--- src/sv/zpd_pkg.sv ---
package zpd_pkg;

	localparam int WINDOW_MAX_DEF = 64;
	localparam int SAMPLE_BITS_DEF = 12;

	localparam int PADDR_W = 4;
	localparam int PDATA_W = 32;

	localparam int WS_W = 7;
	localparam int MT_W = 13;
	localparam int ZT_W = 15;
	localparam int SD_W = 15;
	localparam int Z_W = 16;
	localparam int OUTCOME_W = 3;

	localparam int Z_FRAC = 12;
	localparam int RAD_SHIFT = 8;

	localparam logic [WS_W-1:0] WS_RESET = WS_W'(16);
	localparam logic signed [MT_W-1:0] MT_RESET = '0;
	localparam logic [ZT_W-1:0] ZT_RESET = ZT_W'(768);

	localparam int SD_MAX = 32767;
	localparam int Z_POS_MAX = 32767;
	localparam int Z_NEG_MAG = 32768;

	localparam logic [1:0] REG_WINDOW_SIZE = 2'd0;
	localparam logic [1:0] REG_MIN_THRESHOLD = 2'd1;
	localparam logic [1:0] REG_Z_THRESHOLD = 2'd2;

	localparam logic [OUTCOME_W-1:0] OUT_IGNORED = 3'd0;
	localparam logic [OUTCOME_W-1:0] OUT_FILLING = 3'd1;
	localparam logic [OUTCOME_W-1:0] OUT_DEGENERATE = 3'd2;
	localparam logic [OUTCOME_W-1:0] OUT_BELOW = 3'd3;
	localparam logic [OUTCOME_W-1:0] OUT_SIGNAL = 3'd4;
	localparam logic [OUTCOME_W-1:0] OUT_NOT_SIGNAL = 3'd5;

endpackage

--- src/sv/zpd_ram.sv ---
module zpd_ram #(
	parameter int WIDTH = 12,
	parameter int DEPTH = 64
) (
	input  logic                     clk,
	input  logic                     we,
	input  logic [$clog2(DEPTH)-1:0] waddr,
	input  logic [WIDTH-1:0]         wdata,
	input  logic                     re,
	input  logic [$clog2(DEPTH)-1:0] raddr,
	output logic [WIDTH-1:0]         rdata
);

	logic [WIDTH-1:0] mem [DEPTH];

	always_ff @(posedge clk) begin
		if (we) begin
			mem[waddr] <= wdata;
		end
		if (re) begin
			rdata <= mem[raddr];
		end
	end

endmodule

--- src/sv/zpd_divider.sv ---
module zpd_divider #(
	parameter int NUM_W = 30,
	parameter int DEN_W = 15,
	parameter int STEP_W = 4
) (
	input  logic              clk,
	input  logic              arst_n,
	input  logic              start,
	input  logic [NUM_W-1:0]  num,
	input  logic [DEN_W-1:0]  den,
	input  logic [STEP_W-1:0] steps,
	output logic [NUM_W-1:0]  quo,
	output logic              done
);

	logic [NUM_W-1:0]  num_q;
	logic [NUM_W-1:0]  quo_q;
	logic [DEN_W-1:0]  den_q;
	logic [DEN_W-1:0]  rem_q;
	logic [STEP_W-1:0] cnt_q;
	logic              done_q;

	logic [DEN_W:0] t1, r1, t2, r2;
	logic           ge1, ge2;

	always_comb begin
		t1 = {rem_q, num_q[NUM_W-1]};
		ge1 = t1 >= {1'b0, den_q};
		r1 = ge1 ? t1 - {1'b0, den_q} : t1;
		t2 = {r1[DEN_W-1:0], num_q[NUM_W-2]};
		ge2 = t2 >= {1'b0, den_q};
		r2 = ge2 ? t2 - {1'b0, den_q} : t2;
	end

	always_ff @(posedge clk or negedge arst_n) begin
		if (!arst_n) begin
			cnt_q <= '0;
			done_q <= 1'b0;
		end else if (start) begin
			cnt_q <= steps;
			done_q <= 1'b0;
		end else if (cnt_q != '0) begin
			cnt_q <= cnt_q - STEP_W'(1);
			done_q <= (cnt_q == STEP_W'(1));
		end else begin
			done_q <= 1'b0;
		end
	end

	always_ff @(posedge clk) begin
		if (start) begin
			num_q <= num;
			den_q <= den;
			rem_q <= '0;
			quo_q <= '0;
		end else if (cnt_q != '0) begin
			num_q <= num_q << 2;
			rem_q <= r2[DEN_W-1:0];
			quo_q <= {quo_q[NUM_W-3:0], ge1, ge2};
		end
	end

	assign quo = quo_q;
	assign done = done_q;

endmodule

--- src/sv/zpd_sqrt.sv ---
module zpd_sqrt #(
	parameter int RAD_W = 32
) (
	input  logic               clk,
	input  logic               arst_n,
	input  logic               start,
	input  logic [RAD_W-1:0]   rad,
	output logic [RAD_W/2-1:0] root,
	output logic               done
);

	localparam int ROOT_W = RAD_W / 2;
	localparam int REM_W = ROOT_W + 2;
	localparam int CNT_W = $clog2(ROOT_W + 1);

	logic [RAD_W-1:0]  rad_q;
	logic [ROOT_W-1:0] root_q;
	logic [REM_W-1:0]  rem_q;
	logic [CNT_W-1:0]  cnt_q;
	logic              done_q;

	logic [REM_W+1:0] cur, trial, diff;
	logic             ge;

	always_comb begin
		cur = {rem_q, rad_q[RAD_W-1:RAD_W-2]};
		trial = (REM_W + 2)'({root_q, 2'b01});
		ge = cur >= trial;
		diff = ge ? cur - trial : cur;
	end

	always_ff @(posedge clk or negedge arst_n) begin
		if (!arst_n) begin
			cnt_q <= '0;
			done_q <= 1'b0;
		end else if (start) begin
			cnt_q <= CNT_W'(ROOT_W);
			done_q <= 1'b0;
		end else if (cnt_q != '0) begin
			cnt_q <= cnt_q - CNT_W'(1);
			done_q <= (cnt_q == CNT_W'(1));
		end else begin
			done_q <= 1'b0;
		end
	end

	always_ff @(posedge clk) begin
		if (start) begin
			rad_q <= rad;
			root_q <= '0;
			rem_q <= '0;
		end else if (cnt_q != '0) begin
			rad_q <= rad_q << 2;
			rem_q <= diff[REM_W-1:0];
			root_q <= {root_q[ROOT_W-2:0], ge};
		end
	end

	assign root = root_q;
	assign done = done_q;

endmodule

--- src/sv/zscore_peak_detector.sv ---
// Channel    Direction  Signals                                     Transfer
// sample     in         sample_valid, sample_ready, sample          valid & ready
// result     out        result_valid, result_ready, outcome ...     valid & ready
// apb        in/out     psel, penable, pwrite, paddr, pwdata ...    access phase
//
// A zero sample goes straight to the final state, and a filling sample passes through
// the fill state first. A scored sample uses the shared divider (two quotient bits a
// cycle) for the mean, the mean of squares and the z-score, and the square root unit
// (one root bit a cycle) for the standard deviation. One request is worked on at a time;
// the next one is taken while the previous result waits in the output register. Reset
// empties the window and loads the register defaults. A stalled result holds the block
// in its final state until the output register frees.
module zscore_peak_detector #(
	parameter int WINDOW_MAX = zpd_pkg::WINDOW_MAX_DEF,
	parameter int SAMPLE_BITS = zpd_pkg::SAMPLE_BITS_DEF
) (
	input  logic                            clk,
	input  logic                            arst_n,
	input  logic                            sample_valid,
	output logic                            sample_ready,
	input  logic [SAMPLE_BITS-1:0]          sample,
	output logic                            result_valid,
	input  logic                            result_ready,
	output logic [zpd_pkg::OUTCOME_W-1:0]   outcome,
	output logic                            is_signal,
	output logic                            stats_valid,
	output logic [SAMPLE_BITS-1:0]          window_mean,
	output logic [zpd_pkg::SD_W-1:0]        window_stddev,
	output logic signed [zpd_pkg::Z_W-1:0]  z_score,
	input  logic                            psel,
	input  logic                            penable,
	input  logic                            pwrite,
	input  logic [zpd_pkg::PADDR_W-1:0]     paddr,
	input  logic [zpd_pkg::PDATA_W-1:0]     pwdata,
	output logic [zpd_pkg::PDATA_W-1:0]     prdata,
	output logic                            pready
);

	import zpd_pkg::*;

	localparam int SB = SAMPLE_BITS;
	localparam int AW = $clog2(WINDOW_MAX);
	localparam int NW = $clog2(WINDOW_MAX + 1);
	localparam int SUM_W = SB + AW;
	localparam int SQ_W = 2 * SB + AW;
	localparam int Z_NUM_W = SB + Z_FRAC;
	localparam int K_SUM = SUM_W + (SUM_W % 2);
	localparam int K_SQ = SQ_W + (SQ_W % 2);
	localparam int K_Z = Z_NUM_W + (Z_NUM_W % 2);
	localparam int DW = (K_SQ > K_Z) ? K_SQ : K_Z;
	localparam int DVW = (NW > SD_W) ? NW : SD_W;
	localparam int STW = $clog2(DW / 2 + 1);
	localparam int RAD_W = 2 * SB + RAD_SHIFT;
	localparam int ROOT_W = RAD_W / 2;
	localparam int SDC_W = (ROOT_W > 16) ? ROOT_W : 16;
	localparam int CW = (NW > WS_W) ? NW : WS_W;
	localparam int QC_W = (Z_NUM_W > 17) ? Z_NUM_W : 17;
	localparam int TW = ((SB > MT_W) ? SB : MT_W) + 2;

	typedef enum logic [13:0] {
		S_IDLE   = 14'b00000000000001,
		S_FILL   = 14'b00000000000010,
		S_MEAN   = 14'b00000000000100,
		S_MEANW  = 14'b00000000001000,
		S_VAR    = 14'b00000000010000,
		S_VARW   = 14'b00000000100000,
		S_MSQ    = 14'b00000001000000,
		S_SUBV   = 14'b00000010000000,
		S_SQRTW  = 14'b00000100000000,
		S_CHECK  = 14'b00001000000000,
		S_ZW     = 14'b00010000000000,
		S_DECIDE = 14'b00100000000000,
		S_REPL   = 14'b01000000000000,
		S_DONE   = 14'b10000000000000
	} state_t;

	state_t state_q;

	logic [WS_W-1:0]        window_size_q;
	logic signed [MT_W-1:0] min_threshold_q;
	logic [ZT_W-1:0]        z_threshold_q;

	logic [NW-1:0]    fill_q;
	logic [AW-1:0]    ptr_q;
	logic [SUM_W-1:0] sum_q;
	logic [SQ_W-1:0]  sumsq_q;

	logic [SB-1:0]     s_q;
	logic [2*SB-1:0]   ssq_q;
	logic [SB-1:0]     mean_q;
	logic [2*SB-1:0]   varq_q;
	logic [2*SB-1:0]   prod_q;
	logic [SD_W-1:0]   sd_q;
	logic              zneg_q;
	logic signed [Z_W-1:0] z_q;
	logic [OUTCOME_W-1:0]  res_outcome_q;
	logic              res_stats_q;

	logic                  out_valid_q;
	logic [OUTCOME_W-1:0]  outcome_q;
	logic                  is_signal_q;
	logic                  stats_q;
	logic [SB-1:0]         mean_o_q;
	logic [SD_W-1:0]       sd_o_q;
	logic signed [Z_W-1:0] z_o_q;

	logic [CW-1:0] ws_x;
	logic [NW-1:0] n_eff;
	logic          accept;
	logic          cfg_wr;
	logic          out_load;

	logic           div_start;
	logic [DW-1:0]  div_num;
	logic [DVW-1:0] div_den;
	logic [STW-1:0] div_steps;
	logic [DW-1:0]  div_quo;
	logic           div_done;

	logic              sqrt_start;
	logic [2*SB-1:0]   var_val;
	logic [RAD_W-1:0]  sqrt_rad;
	logic [ROOT_W-1:0] sqrt_root;
	logic              sqrt_done;
	logic [SDC_W-1:0]  root_x;
	logic [SD_W-1:0]   sd_sat;

	logic              ram_we;
	logic [AW-1:0]     ram_waddr;
	logic [SB-1:0]     ram_rdata;

	logic [SB-1:0]     mul_a;
	logic [2*SB-1:0]   mul_p;
	logic [SB:0]       mag_full;
	logic [SB-1:0]     zmag;
	logic [QC_W-1:0]   q_x;
	logic signed [Z_W-1:0] z_sat;
	logic signed [TW-1:0]  s_t, mean_t, mt_t;
	logic              below;
	logic              is_sig;
	logic              degen;
	logic [NW-1:0]     ptr_inc;

	assign accept = sample_valid && sample_ready;
	assign sample_ready = (state_q == S_IDLE);
	assign cfg_wr = psel && penable && pwrite && pready;
	assign pready = 1'b1;
	assign out_load = (state_q == S_DONE) && (!out_valid_q || result_ready);

	always_comb begin
		ws_x = CW'(window_size_q);
		if (ws_x < CW'(2)) begin
			n_eff = NW'(2);
		end else if (ws_x > CW'(WINDOW_MAX)) begin
			n_eff = NW'(WINDOW_MAX);
		end else begin
			n_eff = ws_x[NW-1:0];
		end
	end

	always_comb begin
		unique case (paddr[3:2])
			REG_WINDOW_SIZE:   prdata = PDATA_W'(window_size_q);
			REG_MIN_THRESHOLD: prdata = PDATA_W'(min_threshold_q);
			REG_Z_THRESHOLD:   prdata = PDATA_W'(z_threshold_q);
			default:           prdata = '0;
		endcase
	end

	always_comb begin
		div_start = 1'b0;
		div_num = DW'(sum_q) << (DW - K_SUM);
		div_den = DVW'(n_eff);
		div_steps = STW'(K_SUM / 2);
		if (state_q == S_MEAN) begin
			div_start = 1'b1;
		end else if (state_q == S_VAR) begin
			div_start = 1'b1;
			div_num = DW'(sumsq_q) << (DW - K_SQ);
			div_steps = STW'(K_SQ / 2);
		end else if (state_q == S_CHECK) begin
			div_start = !degen;
			div_num = DW'({zmag, {Z_FRAC{1'b0}}}) << (DW - K_Z);
			div_den = DVW'(sd_q);
			div_steps = STW'(K_Z / 2);
		end
	end

	always_comb begin
		var_val = (varq_q >= prod_q) ? varq_q - prod_q : '0;
		sqrt_rad = {var_val, {RAD_SHIFT{1'b0}}};
		sqrt_start = (state_q == S_SUBV);
		root_x = SDC_W'(sqrt_root);
		sd_sat = (root_x > SDC_W'(SD_MAX)) ? SD_W'(SD_MAX) : root_x[SD_W-1:0];
	end

	always_comb begin
		mul_a = (state_q == S_MSQ) ? mean_q : ram_rdata;
		mul_p = (2 * SB)'(mul_a) * (2 * SB)'(mul_a);
		mag_full = (s_q >= mean_q) ? {1'b0, s_q} - {1'b0, mean_q}
		                           : {1'b0, mean_q} - {1'b0, s_q};
		zmag = mag_full[SB-1:0];
		degen = (mean_q == '0) || (sd_q == '0);
		q_x = QC_W'(div_quo[Z_NUM_W-1:0]);
		if (!zneg_q) begin
			z_sat = (q_x > QC_W'(Z_POS_MAX)) ? Z_W'(Z_POS_MAX) : Z_W'(q_x);
		end else begin
			z_sat = (q_x > QC_W'(Z_NEG_MAG)) ? Z_W'(Z_NEG_MAG) : Z_W'(-q_x);
		end
		s_t = TW'({1'b0, s_q});
		mean_t = TW'({1'b0, mean_q});
		mt_t = TW'(min_threshold_q);
		below = s_t < (mean_t + mt_t);
		is_sig = z_q > $signed({1'b0, z_threshold_q});
		ptr_inc = NW'(ptr_q) + NW'(1);
		ram_we = (state_q == S_FILL) || (state_q == S_REPL);
		ram_waddr = (state_q == S_FILL) ? fill_q[AW-1:0] : ptr_q;
	end

	zpd_ram #(
		.WIDTH(SB),
		.DEPTH(WINDOW_MAX)
	) u_ram (
		.clk(clk),
		.we(ram_we),
		.waddr(ram_waddr),
		.wdata(s_q),
		.re(accept),
		.raddr(ptr_q),
		.rdata(ram_rdata)
	);

	zpd_divider #(
		.NUM_W(DW),
		.DEN_W(DVW),
		.STEP_W(STW)
	) u_div (
		.clk(clk),
		.arst_n(arst_n),
		.start(div_start),
		.num(div_num),
		.den(div_den),
		.steps(div_steps),
		.quo(div_quo),
		.done(div_done)
	);

	zpd_sqrt #(
		.RAD_W(RAD_W)
	) u_sqrt (
		.clk(clk),
		.arst_n(arst_n),
		.start(sqrt_start),
		.rad(sqrt_rad),
		.root(sqrt_root),
		.done(sqrt_done)
	);

	always_ff @(posedge clk or negedge arst_n) begin
		if (!arst_n) begin
			state_q <= S_IDLE;
			window_size_q <= WS_RESET;
			min_threshold_q <= MT_RESET;
			z_threshold_q <= ZT_RESET;
			fill_q <= '0;
			ptr_q <= '0;
			sum_q <= '0;
			sumsq_q <= '0;
			res_outcome_q <= OUT_IGNORED;
			res_stats_q <= 1'b0;
			out_valid_q <= 1'b0;
		end else begin
			if (cfg_wr) begin
				unique case (paddr[3:2])
					REG_WINDOW_SIZE: begin
						window_size_q <= pwdata[WS_W-1:0];
						fill_q <= '0;
						ptr_q <= '0;
						sum_q <= '0;
						sumsq_q <= '0;
					end
					REG_MIN_THRESHOLD: min_threshold_q <= pwdata[MT_W-1:0];
					REG_Z_THRESHOLD:   z_threshold_q <= pwdata[ZT_W-1:0];
					default: ;
				endcase
			end

			if (out_load) begin
				out_valid_q <= 1'b1;
			end else if (result_ready) begin
				out_valid_q <= 1'b0;
			end

			unique case (state_q)
				S_IDLE: begin
					if (accept) begin
						res_stats_q <= 1'b0;
						if (sample == '0) begin
							res_outcome_q <= OUT_IGNORED;
							state_q <= S_DONE;
						end else if (fill_q < n_eff) begin
							res_outcome_q <= OUT_FILLING;
							state_q <= S_FILL;
						end else begin
							state_q <= S_MEAN;
						end
					end
				end
				S_FILL: begin
					sum_q <= sum_q + SUM_W'(s_q);
					sumsq_q <= sumsq_q + SQ_W'(ssq_q);
					fill_q <= fill_q + NW'(1);
					ptr_q <= '0;
					state_q <= S_DONE;
				end
				S_MEAN: state_q <= S_MEANW;
				S_MEANW: begin
					if (div_done) begin
						state_q <= S_VAR;
					end
				end
				S_VAR: state_q <= S_VARW;
				S_VARW: begin
					if (div_done) begin
						state_q <= S_MSQ;
					end
				end
				S_MSQ: state_q <= S_SUBV;
				S_SUBV: state_q <= S_SQRTW;
				S_SQRTW: begin
					if (sqrt_done) begin
						state_q <= S_CHECK;
					end
				end
				S_CHECK: begin
					if (degen) begin
						res_outcome_q <= OUT_DEGENERATE;
						state_q <= S_DONE;
					end else begin
						state_q <= S_ZW;
					end
				end
				S_ZW: begin
					if (div_done) begin
						state_q <= S_DECIDE;
					end
				end
				S_DECIDE: begin
					res_stats_q <= 1'b1;
					if (below) begin
						res_outcome_q <= OUT_BELOW;
						state_q <= S_REPL;
					end else if (is_sig) begin
						res_outcome_q <= OUT_SIGNAL;
						state_q <= S_DONE;
					end else begin
						res_outcome_q <= OUT_NOT_SIGNAL;
						state_q <= S_REPL;
					end
				end
				S_REPL: begin
					sum_q <= sum_q + SUM_W'(s_q) - SUM_W'(ram_rdata);
					sumsq_q <= sumsq_q + SQ_W'(ssq_q) - SQ_W'(prod_q);
					ptr_q <= (ptr_inc >= n_eff) ? '0 : ptr_inc[AW-1:0];
					state_q <= S_DONE;
				end
				S_DONE: begin
					if (out_load) begin
						state_q <= S_IDLE;
					end
				end
				default: state_q <= S_IDLE;
			endcase
		end
	end

	always_ff @(posedge clk) begin
		if (accept) begin
			s_q <= sample;
			ssq_q <= (2 * SB)'(sample) * (2 * SB)'(sample);
		end
		if (state_q == S_MEANW && div_done) begin
			mean_q <= div_quo[SB-1:0];
		end
		if (state_q == S_VARW && div_done) begin
			varq_q <= div_quo[2*SB-1:0];
		end
		if (state_q == S_MSQ || state_q == S_DECIDE) begin
			prod_q <= mul_p;
		end
		if (state_q == S_SQRTW && sqrt_done) begin
			sd_q <= sd_sat;
		end
		if (state_q == S_CHECK) begin
			zneg_q <= (s_q < mean_q);
		end
		if (state_q == S_ZW && div_done) begin
			z_q <= z_sat;
		end
		if (out_load) begin
			outcome_q <= res_outcome_q;
			is_signal_q <= (res_outcome_q == OUT_SIGNAL);
			stats_q <= res_stats_q;
			mean_o_q <= res_stats_q ? mean_q : '0;
			sd_o_q <= res_stats_q ? sd_q : '0;
			z_o_q <= res_stats_q ? z_q : '0;
		end
	end

	assign result_valid = out_valid_q;
	assign outcome = outcome_q;
	assign is_signal = is_signal_q;
	assign stats_valid = stats_q;
	assign window_mean = mean_o_q;
	assign window_stddev = sd_o_q;
	assign z_score = z_o_q;

endmodule

--- config.mk ---
export PLATFORM = sky130hd
export DESIGN_NAME = zscore_peak_detector
export DESIGN_NICKNAME = d
export VERILOG_FILES = /design/src/sv/zpd_pkg.sv /design/src/sv/zpd_ram.sv /design/src/sv/zpd_divider.sv /design/src/sv/zpd_sqrt.sv /design/src/sv/zscore_peak_detector.sv
export SDC_FILE = /design/constraint.sdc
export NUM_CORES = 2
export LEC_CHECK = 0
export ABC_AREA = 1
export BUFFER_PORTS_ARGS = -buffer_cell sky130_fd_sc_hd__buf_2
export CAP_MARGIN = 20
export CORE_MARGIN = 1.5
export CORE_UTILIZATION = 58
export CTS_CLUSTER_DIAMETER = 200
export DETAILED_ROUTE_END_ITERATION = 16
export PLACE_DENSITY = 0.76
export SLEW_MARGIN = 40
export SYNTH_ARGS = -nofsm -noshare
export SYNTH_HDL_FRONTEND = slang
export SYNTH_SLANG_ARGS = --single-unit
--- constraint.sdc ---
create_clock -name clk -period 5.66 [get_ports clk]
set_input_delay 0.283 -clock clk [delete_from_list [all_inputs] [get_ports clk]]
set_output_delay 0.283 -clock clk [all_outputs]
set_load 0.03 [all_outputs]
==> run summary <==
STA puts the critical path data arrival time at approximately 6.4 ns. The register-to-register setup slack is -0.28 ns. The first-pass GRT wire length came out at 289,000 microns.

By count the netlist is led by nand2_1, edfxtp_1, nor2_1. The fraction of registers with async set/reset is about a tenth. The flow ran to the end, but the final reports show violations. The total via count in the routed design is 52,800. Entering global routing, the biggest net connects 195 pins. The clock tree from TritonCTS is built.

The final-layout fill cell count is between 8,000 and 9,000. The tree is rooted in a clkbuf_16. The number of antenna diodes is 0. The final number of setup-violating endpoints is 10. The count of clock tree sinks is ~1,200. The instance count of the mapped netlist is between 6,000 and 7,000.

The I/O pin total came out at between 100 and 150. Static timing analysis puts the maximum clock frequency at ~0.17 GHz. The critical path starts at state_q[0]. The floorplan has around 120 rows. The normalized max-slew margin is 37.3%. The via density per instance is 5.96. The critical path is of the register to register type. The max-cap violation count came out at 0. The post-route minimum period is between 5 and 6 ns.

The total congestion overflow after global routing came out at 0. The min-delay analysis places its worst path in the category primary input to asynchronous set/reset pin. The number of antenna violations at the first check in global routing is 4. The fraction of post-synthesis cell area in the top cell type by area came out at ~46%.

The synthesized design contains around 1,000 enable-type register cells. Once routing completed, OpenROAD measured the worst setup slack at -0.275 ns. The layout overhead on the synthesized area is 12.8%.

The level count of the clock H-tree is 4. The clock input transition at the sequential cells of the worst setup and hold paths is around 0.06 ns. The number of hold violations in the final report is 0. The worst setup path is launched from a register. In this run the standard cell core region covers 115,000 sq um. Data on the critical path is required at its endpoint by approximately 6.2 ns.

The distinct cell type count of the synthesized netlist came out at 75. The most repeated library cell on the critical path is fa_1. For this run, the leading register cell type out of synthesis is edfxtp_1. The transition time at the pin with the least slew margin came out at around 0.94 ns. The average wire per standard cell came out at between 20 and 25 microns. Of all cell types, the one taking the most synthesized area is edfxtp_1. Sorting the synthesized cells by area gives the leading types as edfxtp_1, ha_1, nand2_1. The post-route netlist has 11.2% of its cells at a drive strength greater than 1.

The largest stage delay on the critical path came out at between 0.5 and 0.6 ns. The DRC marker count from the first detailed-route iteration is 6,137. The worst register-to-register path ends at prod_q[21]. The number of buffers on the longest clock path came out at 3.

The weighted congestion reported at the end of routability-driven placement is approximately 0.97. The maximum fanout encountered on the critical timing path is 6. The number of port buffers came out at roughly 120. The die extent in y came out at approximately 340 microns. The startpoint identified for the worst register-to-register timing path is state_q[0].

The final reports fail on setup timing. The initial core utilization is between 50% and 60%. The number of nets in the final layout came out at 7,798.

The placed wire-length estimate after detailed placement came out at about 130,000 microns. The utilization of the core after routing is roughly 66%. The remaining design rule violation count came out at 0. In this run the cell area of the synthesized design comes to ~67,000 sq um. The sequential share of the synthesized area is 52.4%. Once detail routing completed, the nets flagged for antenna violations numbered 0.

Wires add up to roughly 190,000 microns. The horizontal die dimension came out at roughly 340 microns. The largest individual stage delay along the critical path comes from the cell dfstp_2. STA classifies the critical path endpoint as a register. TritonCTS created 130 clock buffers. Averaged over all synthesized cells, the footprint is just under 10 sq um. The number of global-route vias before repair came to slightly above 50,000. After synthesis the netlist holds a flip-flop and latch count of approximately 1,200. The total global routing track utilization is 32.0%. In this run the worst setup path terminates at prod_q[21]. The clock insertion delay at the later pin of the skew report came out at about 0.77 ns. Clock skew on the completed layout was measured at 0.0343 ns. nand2_1 is the most common cell in the netlist.

The number of warnings reported in the yosys synthesis log is 0. The final number of max-transition violations is 0. The detailed-router iteration count before antenna repair is 9.

The number of cells traversed by the worst register-to-register path is 32. Setup repair after global routing could not meet its margin everywhere. The post-synthesis net count is 7,532.

The die covers 118,000 sq um. The final critical path takes up 105% of the cycle.
==> worst min path at each step <==
stage	startpoint	endpoint	cells after the start
5_1_grt	arst_n	z_threshold_q[14]	2
6_report	arst_n	z_threshold_q[14]	2
3_3_place_gp	arst_n	z_threshold_q[14]	1
3_5_place_dp	arst_n	z_threshold_q[14]	1
4_1_cts	arst_n	z_threshold_q[14]	2
2_1_floorplan	arst_n	fill_q[0]	0
==> critical path: cells and delay by family, from the launching register on <==
family	cells	cell delay, ns
adder cells (fa/ha/maj)	6	2.71
buffers and inverters	11	0.97
AND/OR/NAND/NOR	11	0.80
flip-flops	1	0.56
AO/OA/AOI/OAI	3	0.53
XOR/XNOR	1	0.08
==> metrics by stage <==
| stage | hold WS (ns) | std cells | TNS, ns | area, sq um | worst slack, ns |
|---|---|---|---|---|---|
| finish | 0.147 | 8849 | -1.41 | 76000 | -0.275 |
| global route | 0.202 | 8849 | -3.68 | 76000 | -0.458 |
| CTS | 0.168 | 8831 | -0.975 | 75600 | -0.215 |
| detailed placement | 0.388 | 8560 | -1.30 | 70700 | -0.278 |
| global placement | 0.396 | 8559 | -0.796 | 70700 | -0.191 |
| floorplan | -0.0126 | 6976 | -0.360 | 67500 | -0.112 |
==> cells by family after synthesis <==
logic type               Yosys count  synth area share (%)
AND/OR/NAND/NOR                 2380                  14.6
AO/OA/AOI/OAI                   1496                  12.7
flip-flops                      1221                  52.4
buffers and inverters           1188                  6.84
adder cells (fa/ha/maj)          501                  11.1
XOR/XNOR                         189                  2.46
other                              1               0.00556
==> state kept, by name (all words and copies together) (netlist names), 13 cells and up <==
signal / count
u_sqrt.rem_q: 18
window_stddev: 15
u_div.quo: 24
u_div.den_q: 15
u_div.rem_q: 15
sd_q: 15
sumsq_q: 30
sum_q: 18
z_threshold_q: 15
u_sqrt.root: 16
u_sqrt.rad_q: 24
u_ram.mem: 768
z_q: 16
prod_q: 23
varq_q: 24
u_div.num_q: 30
state_q: 14
z_score: 16
min_threshold_q: 13
ssq_q: 22
==> per-layer routing <==
layer | routed length (microns) | part of all wire (%) | GRT usage (%) | vias to the layer above
li1 | - | - | - | 24300
met1 | 76600 | 40 | 44.0 | 25300
met2 | 87300 | 46 | 50.4 | 2700
met3 | 19600 | 10 | 6.41 | 457
met4 | 7660 | 4.0 | 12.4 | 6
met5 | 36 | 0.019 | 0 | -
==> final cells by class <==
| type | instances | area [sq um] | area share [%] |
|---|---|---|---|
| clock buffer | 163 | 3470 | 4.56 |
| clock inverter | 64 | 719 | 0.946 |
| inverter | 911 | 3440 | 4.53 |
| multi-input combinational | 4567 | 28100 | 36.9 |
| sequential | 1221 | 35300 | 46.5 |
| tap | 1512 | 1890 | 2.49 |
| timing repair buffer | 411 | 3100 | 4.08 |
==> cell usage in the layout, fill, tap and decap left out, drive strengths merged, types with 233 or more instances in the layout <==
cell,Yosys,final
a21oi,260,260
o21ai,759,759
buf,67,380
edfxtp,1022,1022
nand2,1093,1093
nor2,902,902
ha,338,338
o22ai,263,263
inv,909,916
nand3,233,233
==> what timing repair did <==
| action | CTS | global route |
|---|---|---|
| pin swaps | 14 | 43 |
| endpoints found under the setup margin | 9 | 13 |
| hold endpoints to repair | 125 | 0 |
| gates cloned | 3 | 0 |
| hold buffers | 30 | 0 |
| gates resized for setup | 51 | 86 |
| setup buffers | 11 | 22 |
Power is not shown: default switching activity piles up to over one toggle a cycle in this logic, so the estimate is an artifact.
